==> config.mk <==
export PLATFORM = sky130hd
export DESIGN_NAME = integer_to_radix_text_core
export DESIGN_NICKNAME = d
export VERILOG_FILES = /design/src/rtl/core/itrt_pkg.sv /design/src/rtl/core/integer_to_radix_text_core.sv
export VERILOG_INCLUDE_DIRS = /design/src /design/src/rtl/core
export SDC_FILE = /design/constraint.sdc
export NUM_CORES = 1
export LEC_CHECK = 0
export ABC_AREA = 1
export BUFFER_PORTS_ARGS = -buffer_cell sky130_fd_sc_hd__buf_2
export CORE_UTILIZATION = 60
export DETAILED_ROUTE_END_ITERATION = 6
export GPL_TIMING_DRIVEN = 0
export PLACE_DENSITY_LB_ADDON = 0.2
export SYNTH_ARGS = -nofsm -noshare
export SYNTH_HDL_FRONTEND = slang
export SYNTH_SLANG_ARGS = --single-unit
==> constraint.sdc <==
create_clock -name clk -period 8.3 [get_ports clk]
set_input_delay 0.83 -clock clk [delete_from_list [all_inputs] [get_ports clk]]
set_output_delay 0.83 -clock clk [all_outputs]
set_load 0.02 [all_outputs]
==> src/rtl/core/integer_to_radix_text_core_assert.svh <==
// Assertion macros for the radix text converter.
`ifndef INTEGER_TO_RADIX_TEXT_CORE_ASSERT_SVH
`define INTEGER_TO_RADIX_TEXT_CORE_ASSERT_SVH

// Same-cycle implication, sampled on clk, off during reset.
`define ITRT_ASSERT_IMPLY(lbl, ante, cons, msg) \
	lbl: assert property (@(posedge clk) disable iff (!arst_n) (ante) |-> (cons)) \
		else $error(msg);

// Next-cycle implication, sampled on clk, off during reset.
`define ITRT_ASSERT_NEXT(lbl, ante, cons, msg) \
	lbl: assert property (@(posedge clk) disable iff (!arst_n) (ante) |=> (cons)) \
		else $error(msg);

`endif

==> src/rtl/core/itrt_pkg.sv <==
// Shared constants and the digit glyph function of the radix text converter.
package itrt_pkg;

	localparam int VALUE_WIDTH   = 32;
	localparam int BITS_PER_STEP = 4;
	localparam int STEPS         = VALUE_WIDTH / BITS_PER_STEP;
	localparam int STEP_W        = (STEPS > 1) ? $clog2(STEPS) : 1;
	localparam int CNT_W         = $clog2(VALUE_WIDTH + 1);
	localparam int IDX_W         = $clog2(VALUE_WIDTH);
	localparam int RADIX_W       = 6;
	localparam int DIGIT_W       = 6;
	localparam int CHAR_W        = 7;
	localparam int OUT_DATA_W    = 8;

	localparam logic [RADIX_W-1:0] RADIX_MIN   = 6'd2;
	localparam logic [RADIX_W-1:0] RADIX_MAX   = 6'd36;
	localparam logic [RADIX_W-1:0] RADIX_RESET = 6'd16;

	localparam logic [CHAR_W-1:0]  CHAR_ZERO   = 7'h30;
	localparam logic [CHAR_W-1:0]  CHAR_A      = 7'h61;
	localparam logic [CHAR_W-1:0]  CHAR_MINUS  = 7'h2d;
	localparam logic [DIGIT_W-1:0] DEC_DIGITS  = 6'd10;

	function automatic logic [CHAR_W-1:0] glyph_of(input logic [DIGIT_W-1:0] digit);
		logic [CHAR_W-1:0] d7;
		d7 = {1'b0, digit};
		if (digit < DEC_DIGITS) begin
			glyph_of = CHAR_ZERO + d7;
		end else begin
			glyph_of = CHAR_A + d7 - {1'b0, DEC_DIGITS};
		end
	endfunction

endpackage

==> src/rtl/core/integer_to_radix_text_core.sv <==
// Signed integer to ASCII text converter in a base of 2 to 36, one character per beat.
// Each digit is divided out of the running quotient by the shared divider (4 quotient bits
//   per cycle), then an optional minus sign is sent and the digits follow, most significant first.
// One value at a time: a new value is accepted only once the previous value's last
//   character has entered the output register.
// Reset (arst_n low, async): idle, no beat pending, radix 16; digit store is never cleared.
`include "integer_to_radix_text_core_assert.svh"

module integer_to_radix_text_core (
	input  logic                                     clk,
	input  logic                                     arst_n,
	// radix register write
	input  logic                                     radix_we,
	input  logic [itrt_pkg::RADIX_W-1:0]             radix_wdata,
	// input stream; tdata: value[31:0]
	input  logic                                     s_tvalid,
	output logic                                     s_tready,
	input  logic signed [itrt_pkg::VALUE_WIDTH-1:0]  s_tdata,
	// output stream; tdata: char_out[6:0], zero[7]; tlast: last
	output logic                                     m_tvalid,
	input  logic                                     m_tready,
	output logic [itrt_pkg::OUT_DATA_W-1:0]          m_tdata,
	output logic                                     m_tlast
);

	typedef enum logic [2:0] {
		ST_IDLE,
		ST_DIV,
		ST_SIGN,
		ST_RD,
		ST_PUT
	} state_t;

	localparam int W = itrt_pkg::VALUE_WIDTH;

	state_t                          state_q;
	logic [itrt_pkg::RADIX_W-1:0]    radix_q;
	logic [W-1:0]                    quo_q;     // running quotient, shifted in place
	logic [itrt_pkg::DIGIT_W-1:0]    rem_q;     // partial remainder, always < radix
	logic [itrt_pkg::STEP_W-1:0]     step_q;
	logic [itrt_pkg::CNT_W-1:0]      cnt_q;     // digits stored / digits left to send
	logic                            neg_q;
	logic [itrt_pkg::DIGIT_W-1:0]    rd_q;      // registered store read
	logic                            m_tvalid_q;
	logic [itrt_pkg::CHAR_W-1:0]     char_q;
	logic                            last_q;

	// digit store, least significant digit first
	logic [itrt_pkg::DIGIT_W-1:0]    digit_store [W];

	logic [W-1:0]                    quo_nxt;
	logic [itrt_pkg::DIGIT_W-1:0]    rem_nxt;
	logic                            div_done;
	logic                            out_free;
	logic                            beat_load;
	logic                            accept;
	logic [itrt_pkg::CNT_W-1:0]      cnt_dec;
	logic [W-1:0]                    mag_in;

	assign s_tready = (state_q == ST_IDLE);
	assign accept   = s_tvalid && s_tready;
	assign out_free = !m_tvalid_q || m_tready;
	assign cnt_dec  = cnt_q - 1'b1;
	assign div_done = (state_q == ST_DIV) && (step_q == itrt_pkg::STEP_W'(itrt_pkg::STEPS - 1));

	// a new beat enters the output register: minus sign or next digit
	assign beat_load = out_free && (((state_q == ST_SIGN) && neg_q) || (state_q == ST_PUT));

	// magnitude as unsigned negation; the most negative value maps to 2^(W-1)
	assign mag_in = s_tdata[W-1] ? (~s_tdata + 1'b1) : s_tdata;

	assign m_tvalid = m_tvalid_q;
	assign m_tdata  = {1'b0, char_q};
	assign m_tlast  = last_q;

	// Shared divider: BITS_PER_STEP restoring steps of (remainder, quotient) by radix.
	// Remainder stays below radix, so each trial value fits in DIGIT_W+1 bits.
	always_comb begin
		logic [itrt_pkg::DIGIT_W:0] trial;
		logic [W-1:0]               q;
		logic [itrt_pkg::DIGIT_W-1:0] r;
		q = quo_q;
		r = rem_q;
		for (int i = 0; i < itrt_pkg::BITS_PER_STEP; i++) begin
			trial = {r, q[W-1]};
			q     = {q[W-2:0], 1'b0};
			if (trial >= {1'b0, radix_q}) begin
				trial = trial - {1'b0, radix_q};
				q[0]  = 1'b1;
			end
			r = trial[itrt_pkg::DIGIT_W-1:0];
		end
		quo_nxt = q;
		rem_nxt = r;
	end

	// radix register, saturated on write
	always_ff @(posedge clk or negedge arst_n) begin
		if (!arst_n) begin
			radix_q <= itrt_pkg::RADIX_RESET;
		end else if (radix_we) begin
			if (radix_wdata < itrt_pkg::RADIX_MIN) begin
				radix_q <= itrt_pkg::RADIX_MIN;
			end else if (radix_wdata > itrt_pkg::RADIX_MAX) begin
				radix_q <= itrt_pkg::RADIX_MAX;
			end else begin
				radix_q <= radix_wdata;
			end
		end
	end

	// digit store: write at end of each digit, registered read while sending
	always_ff @(posedge clk) begin
		if (div_done) begin
			digit_store[cnt_q[itrt_pkg::IDX_W-1:0]] <= rem_nxt;
		end
		if (state_q == ST_RD) begin
			rd_q <= digit_store[cnt_dec[itrt_pkg::IDX_W-1:0]];
		end
	end

	// sequencer and output register
	always_ff @(posedge clk or negedge arst_n) begin
		if (!arst_n) begin
			state_q    <= ST_IDLE;
			quo_q      <= '0;
			rem_q      <= '0;
			step_q     <= '0;
			cnt_q      <= '0;
			neg_q      <= 1'b0;
			m_tvalid_q <= 1'b0;
			char_q     <= '0;
			last_q     <= 1'b0;
		end else begin
			if (beat_load) begin
				m_tvalid_q <= 1'b1;
			end else if (m_tready) begin
				m_tvalid_q <= 1'b0;
			end
			case (state_q)
				ST_IDLE: begin
					if (accept) begin
						neg_q   <= s_tdata[W-1];
						quo_q   <= mag_in;
						rem_q   <= '0;
						step_q  <= '0;
						cnt_q   <= '0;
						state_q <= ST_DIV;
					end
				end
				ST_DIV: begin
					quo_q <= quo_nxt;
					if (div_done) begin
						// next digit starts over on the quotient with a clear remainder
						rem_q  <= '0;
						step_q <= '0;
						cnt_q  <= cnt_q + 1'b1;
						if (quo_nxt == '0) begin
							state_q <= ST_SIGN;
						end
					end else begin
						rem_q  <= rem_nxt;
						step_q <= step_q + 1'b1;
					end
				end
				ST_SIGN: begin
					if (!neg_q) begin
						state_q <= ST_RD;
					end else if (out_free) begin
						char_q  <= itrt_pkg::CHAR_MINUS;
						last_q  <= 1'b0;
						state_q <= ST_RD;
					end
				end
				ST_RD: begin
					cnt_q   <= cnt_dec;
					state_q <= ST_PUT;
				end
				ST_PUT: begin
					if (out_free) begin
						char_q  <= itrt_pkg::glyph_of(rd_q);
						last_q  <= (cnt_q == '0);
						state_q <= (cnt_q == '0) ? ST_IDLE : ST_RD;
					end
				end
				default: begin
					state_q <= ST_IDLE;
				end
			endcase
		end
	end

	// checks
	`ITRT_ASSERT_IMPLY(a_radix_range, 1'b1, (radix_q >= itrt_pkg::RADIX_MIN) && (radix_q <= itrt_pkg::RADIX_MAX), "radix register out of range")
	`ITRT_ASSERT_NEXT(a_accept_divides, accept, (state_q == ST_DIV) && (step_q == '0) && (cnt_q == '0), "accepted value did not start division")
	`ITRT_ASSERT_IMPLY(a_store_bound, state_q == ST_DIV, cnt_q < itrt_pkg::CNT_W'(W), "digit store index overflow")

endmodule

==> impl_metrics.csv, run 1 <==
group,metric,value,unit
drt,drt-initial-drc-count,1061,
final_layout,insertedDiodeCount,0,
drt,routed_wl,33000,um
critical_path,rr_endpoint,"digit_store[13][4]",
place,dp_slack,-0.174,ns
cts,htree_levels,1,
cts,hold_buffers,0,
final_layout,fillCellCount,1673,
critical_path,critPathMaxFanout,32,
cts,cts_root_buf,"clkbuf_16",
grt,grt_usage,0.298,
critical_path,setup.worst_path.end_class,"flop",
synth,ys_warn_count,0,
final_layout,fin_area,14900,um2
synth,yosysTopAreaCellShare,0.445,
synth,synth_fp_nets,1403,
synth,ys.flop_type,"edfxtp_1",
status,outcome,"finished clean",
grt,grt_pass1_wl,51700,um
final_layout,drive_gt1_frac,0.110,
floorplanning,rows,54,
grt,overflow,0,
timing,max_freq,129,MHz
timing,setup_ws,0.576,ns
critical_path,r2r_cells,42,
timing,fin_skew,0.0286,ns
synth,seq_area_frac_synth,0.568,
timing,grt_setup_unrepaired,"no",
cts,cts_tree,"done",
timing,max_slew_margin,0.419,
critical_path,max_stage_delay,0.58,ns
timing,finalCritPeriodShare,0.931,
critical_path,cp-endpoint,"digit_store[13][4]",
timing,drv_slew,0,
timing,hold_viol,0,
synth,synth.distinct_cells,53,
cts,cts.path.max_buffers,3,
critical_path,cpMostUsedCell,"nand2_1",
place,dp_hpwl,22800,um
final_layout,syn2layout_area_growth,11.8,%
drt,firstDrtPassIters,6,
cts,clk_latency,0.55,ns
synth,synthCells,1320,
critical_path,cp-start-kind,"flop",
synth,syn_area_per_cell,10.1,um2
drt,viasPerCell,6.07,
critical_path,regToRegSetupSlack,0.58,ns
critical_path,worstPathArrival,7.97,ns
drt,postRouteAntennaNets,0,
critical_path,required,8.54,ns
place,portBuffers,52,
floorplanning,top_level_ports,54,
final_layout,fin_cells,1704,
critical_path,crit_type,"flop to flop",
critical_path,crit_start,"radix_q[1]",
worst_hold_path,hold_class,"input pin to async pin",
drt,wl_per_cell,19.3,um
critical_path,crit_slowest_cell,"and2_2",
timing,worst_pin_slew,0.872,ns
synth,synth_edf_count,198,
synth,synth_area,13400,um2
floorplanning,die_h,151,um
cts,clk_pin_slew,0.06,ns
synth,synth.most_common_cell,"nor2_1",
synth,ys_top_cells_by_area,"edfxtp_1, dfrtp_1, nor2_1, nand2_1, inv_1",
final_layout,fin_nets,1485,
synth,synth_common_cells,"nor2_1, edfxtp_1, nand2_1",
floorplanning,initial_core_util,0.613,
cts,cts.sinks,264,
flow_run,cap_violations,0,
synth,synth_seq_cells,264,
place,place_inst,1652,
cts,cts_made_buffers,28,
drt,drc,0,
timing,fin_hold_ws,0.380,ns
timing,setup_viol,0,
place,gp_congestion,0.960,
grt,antenna_found_initial,0,
timing,finalCriticalPeriod,7.72,ns
place,place_area,14000,um2
floorplanning,coreArea,21800,um2
synth,yosys.area.top_type,"edfxtp_1",
grt,grt_pass1_vias,9925,
grt,grt_max_degree,67,
drt,vias,10336,
synth,synthArstFlopShare,0.250,
floorplanning,die_area,22900,um2
floorplanning,die_x,151,um
critical_path,reg2reg_from,"radix_q[1]",
[critical path, delay by kind of cell (launching register included)]
family	cells	cell delay (ns)
and+or+nand+nor	24	3.05
buffers and inverters	5	0.63
DFF	1	0.51
adders and majority gates	4	1.36
AOI/OAI and AO/OA	9	1.86
[cells in the final DEF (no fill, tap or decap), types with 5 or more instances in the layout]
| master | netlist | routed |
|---|---|---|
| nor2_1 | 203 | 203 |
| edfxtp_1 | 198 | 198 |
| nand2_1 | 169 | 169 |
| inv_1 | 128 | 128 |
| o21ai_0 | 93 | 93 |
| dfrtp_1 | 65 | 64 |
| buf_2 | 5 | 56 |
| clkbuf_1 | 42 | 47 |
| nand3_1 | 45 | 45 |
| o221ai_1 | 41 | 41 |
| ha_1 | 36 | 36 |
| a21oi_1 | 32 | 32 |
| o32ai_1 | 29 | 29 |
| clkbuf_16 | 0 | 29 |
| xor2_1 | 27 | 27 |
| o211ai_1 | 24 | 24 |
| mux2i_1 | 19 | 19 |
| nand4_1 | 17 | 17 |
| a31oi_1 | 13 | 13 |
| nand2_2 | 12 | 12 |
| xnor2_1 | 12 | 12 |
| nor3_1 | 11 | 11 |
| o22ai_1 | 9 | 9 |
| o21ai_1 | 8 | 8 |
| clkinv_1 | 3 | 7 |
| inv_2 | 6 | 6 |
| nor4_1 | 6 | 6 |
| clkinv_2 | 0 | 6 |
| o21bai_1 | 5 | 5 |
| nor2_2 | 5 | 5 |
| and2_4 | 0 | 5 |
[worst min-delay path by stage]
stage                endpoint  slack [ns]  cells past startpoint
finish              quo_q[15]        0.38                      1
global route        quo_q[15]        0.46                      1
CTS                 quo_q[11]        0.42                      1
detailed placement  char_q[1]        0.46                      2
global placement    char_q[1]        0.45                      2
floorplan           quo_q[10]        0.46                      2
[state kept, by name (all words and copies together), names as in the netlist]
signal	cells
char_q	7
cnt_q	6
digit_store	192
m_tlast	1
m_tvalid	1
neg_q	1
quo_q	32
radix_q	6
rd_q	6
rem_q	6
state_q	3
step_q	3
[final cells by class]
type	instances	area, um2	share of cell area
Clock inverter	18	199	0.0133
Multi-Input combinational cell	865	5040	0.337
Clock buffer	34	744	0.0498
Sequential cell	264	7600	0.509
Buffer	54	231	0.0155
Tap cell	280	350	0.0234
Inverter	137	514	0.0344
Timing Repair Buffer	52	263	0.0176
[per-stage QoR]
step	util	setup TNS [ns]
after floorplan	-	0
after global placement	0.641	-0.231
after detailed placement	0.641	-17.29
after CTS	0.684	0
after global routing	0.685	0
final	0.685	0
[what timing repair did]
| action | CTS | global route |
|---|---|---|
| resized for setup | 6 | 6 |
| cloned | 0 | 0 |
| setup buffers | 0 | 0 |
| setup endpoints to repair | 184 | 192 |
[kinds of logic (layout without fill, tap and decap cells)]
family          after synthesis  count (layout)  synth area share
compound gates              275             275             0.136
xor+xnor                     39              39            0.0255
fa+ha+maj                    40              40            0.0397
buf+inv                     191             295            0.0558
flops                       264             264             0.568
mux                          19              19            0.0142
other cells                   1               1          0.000280
simple gates                491             491             0.160
[routing by layer]
metal | part of all wire | up-vias | GRT usage
met5 | 0 | - | 0
met4 | 0.026 | 0 | 0.0965
met3 | 0.083 | 66 | 0.0431
met2 | 0.47 | 514 | 0.479
met1 | 0.42 | 4926 | 0.419
li1 | - | 4830 | -
Power of run 1 is left out: the tool's default activity adds up to more than one toggle a clock period on the data nets, which glitch-free logic cannot reach.
==> run 2: changes to the inputs <==
--- a/config.mk
+++ b/config.mk
@@ -6,7 +6,6 @@
 export SDC_FILE = /design/constraint.sdc
 export NUM_CORES = 1
 export LEC_CHECK = 0
-export ABC_AREA = 1
 export BUFFER_PORTS_ARGS = -buffer_cell sky130_fd_sc_hd__buf_2
 export CORE_UTILIZATION = 60
 export DETAILED_ROUTE_END_ITERATION = 6
==> run 2 against run 1 <==
Core utilization increased by 1.8 points; worst setup slack got worse by 0.38 ns; sequential share of layout area increased by 0.77 points; highest routed layer unchanged; first-iteration DRC count decreased by 21%; routed wire length decreased by 3.3%; critical endpoint is now digit_store[17][1]; critical path depth decreased by 11.
==> impl_metrics.csv, run 2 <==
group,metric,value,unit
final_layout,syn2layout_area_growth,15.3,%
timing,max_freq,123,MHz
synth,synth.distinct_cells,71,
critical_path,crit_start,"radix_q[4]",
grt,grt_max_degree,67,
timing,finalCritPeriodShare,0.976,
worst_hold_path,hold_class,"input pin to async pin",
place,portBuffers,51,
critical_path,required,8.67,ns
critical_path,cp_top_family,"compound AO/OA/AOI/OAI gates",
drt,drt-initial-drc-count,835,
synth,synth_seq_cells,264,
timing,max_slew_margin,0.311,
floorplanning,coreArea,21000,um2
drt,postRouteAntennaNets,0,
cts,cts_root_buf,"clkbuf_16",
cts,hold_buffers,0,
place,dp_hpwl,19600,um
grt,grt_pass1_vias,8128,
floorplanning,rows,53,
synth,synth_fp_nets,981,
synth,seq_area_frac_synth,0.595,
synth,ys_top_cells_by_area,"edfxtp_1, dfrtp_1, mux4_2, ha_1, o21ai_0",
final_layout,final_common_cell,"edfxtp_1",
synth,synth_area,12800,um2
floorplanning,die_area,21900,um2
critical_path,cp-start-kind,"flop",
synth,yosys.area.top_type,"edfxtp_1",
synth,synth_common_cells,"edfxtp_1, dfrtp_1, nor2_1",
floorplanning,die_x,148,um
cts,cts.sinks,264,
final_layout,insertedDiodeCount,0,
timing,grt_setup_unrepaired,"yes",
cts,htree_levels,1,
synth,synthArstFlopShare,0.250,
grt,grt_usage,0.298,
place,gp_congestion,0.863,
final_layout,utilization,0.702,
critical_path,path_buf_inv,5,
drt,firstDrtPassIters,5,
final_layout,final_cell_mix,"edfxtp_1, dfrtp_1, nor2_1",
critical_path,setup.worst_path.end_class,"flop",
synth,synth.most_common_cell,"edfxtp_1",
grt,antenna_found_initial,0,
timing,setup_viol,0,
cts,clk_pin_slew,0.06,ns
synth,syn_area_per_cell,14.2,um2
final_layout,fin_nets,1088,
critical_path,crit_type,"flop to flop",
final_layout,register_area,7600,um2
synth,ys.flop_type,"edfxtp_1",
floorplanning,top_level_ports,54,
synth,ys_warn_count,0,
critical_path,crit_slowest_cell,"dfstp_2",
final_layout,drive_gt1_frac,0.220,
flow_run,cap_violations,0,
drt,routed_wl,31900,um
timing,fin_skew,0.0238,ns
cts,cts_made_buffers,27,
final_layout,fillCellCount,1405,
drt,wl_per_cell,24.5,um
timing,finalCriticalPeriod,8.10,ns
cts,clk_latency,0.55,ns
drt,vias,8490,
grt,overflow,0,
critical_path,reg2reg_from,"radix_q[4]",
critical_path,critPathMaxFanout,32,
drt,viasPerCell,6.53,
timing,worst_pin_slew,1.03,ns
final_layout,largest_reg_flops,192,
timing,drv_slew,0,
critical_path,max_stage_delay,0.52,ns
cts,cts.path.max_buffers,3,
synth,synthCells,898,
synth,synth_edf_count,198,
critical_path,worstPathArrival,8.47,ns
grt,grt_pass1_wl,48200,um
timing,hold_viol,0,
cts,cts_tree,"done",
status,outcome,"finished clean",
final_layout,multiInputGateArea,5150,um2
drt,drc,0,
floorplanning,die_h,148,um
synth,yosysTopAreaCellShare,0.466,
floorplanning,initial_core_util,0.610,
## run 2: cell type report
| class | instances | share of cell area |
|---|---|---|
| tap | 275 | 0.0234 |
| multi-input combinational | 574 | 0.350 |
| timing repair buffer | 72 | 0.0308 |
| sequential | 264 | 0.516 |
| buffer | 38 | 0.00994 |
| clock buffer | 32 | 0.0472 |
| clock inverter | 17 | 0.0156 |
| inverter | 28 | 0.00714 |
## run 2: worst paths after layout
kind | depth (start not counted) | endpoint | slack (ns)
min reg2reg | 1 | char_q[6] | 0.50
min | 1 | quo_q[22] | 0.38
max | 31 | digit_store[17][1] | 0.20
min in group clk | 1 | char_q[6] | 0.50
max in group asynchronous | 1 | radix_q[1] | 7.26
max reg2reg | 31 | digit_store[17][1] | 0.20
## run 2: routing by layer
metal,wire length [um],global-route usage
met4,960,0.102
met3,2820,0.0500
met1,13400,0.441
met5,0,0
met2,14700,0.451
## run 2: timing repair
action | 4_1_cts | 5_1_grt
gates resized for setup | 21 | 5
endpoints found under the setup margin | 201 | 198
gates cloned | 5 | 1
buffers inserted | 8 | 12
pin swaps | 5 | 7
## run 2: cell families (layout without fill, tap and decap cells)
logic type | Yosys count | after routing | synth area share
AOI/OAI and AO/OA | 186 | 186 | 0.0984
muxes | 87 | 92 | 0.131
DFF | 264 | 264 | 0.595
other | 1 | 1 | 0.000294
adders and majority gates | 40 | 40 | 0.0415
buffers and inverters | 66 | 187 | 0.0197
xor gates and xnor gates | 47 | 47 | 0.0322
and+or+nand+nor | 207 | 208 | 0.0824
## run 2: through the flow
stage / hold slack (ns) / cell area [um2] / setup WS, ns / TNS [ns] / cells
after CTS: 0.440 / 14600 / 0.0561 / 0 / 1287
after global placement: 0.469 / 13400 / -2.73 / -314.80 / 1224
after floorplan: 0.474 / 12800 / -0.270 / -17.67 / 898
final: 0.376 / 14700 / 0.196 / 0 / 1300
after global routing: 0.450 / 14700 / -0.0734 / -6.18 / 1300
after detailed placement: 0.499 / 13400 / -1.72 / -251.89 / 1225
Power of run 2 is left out for the same reason.
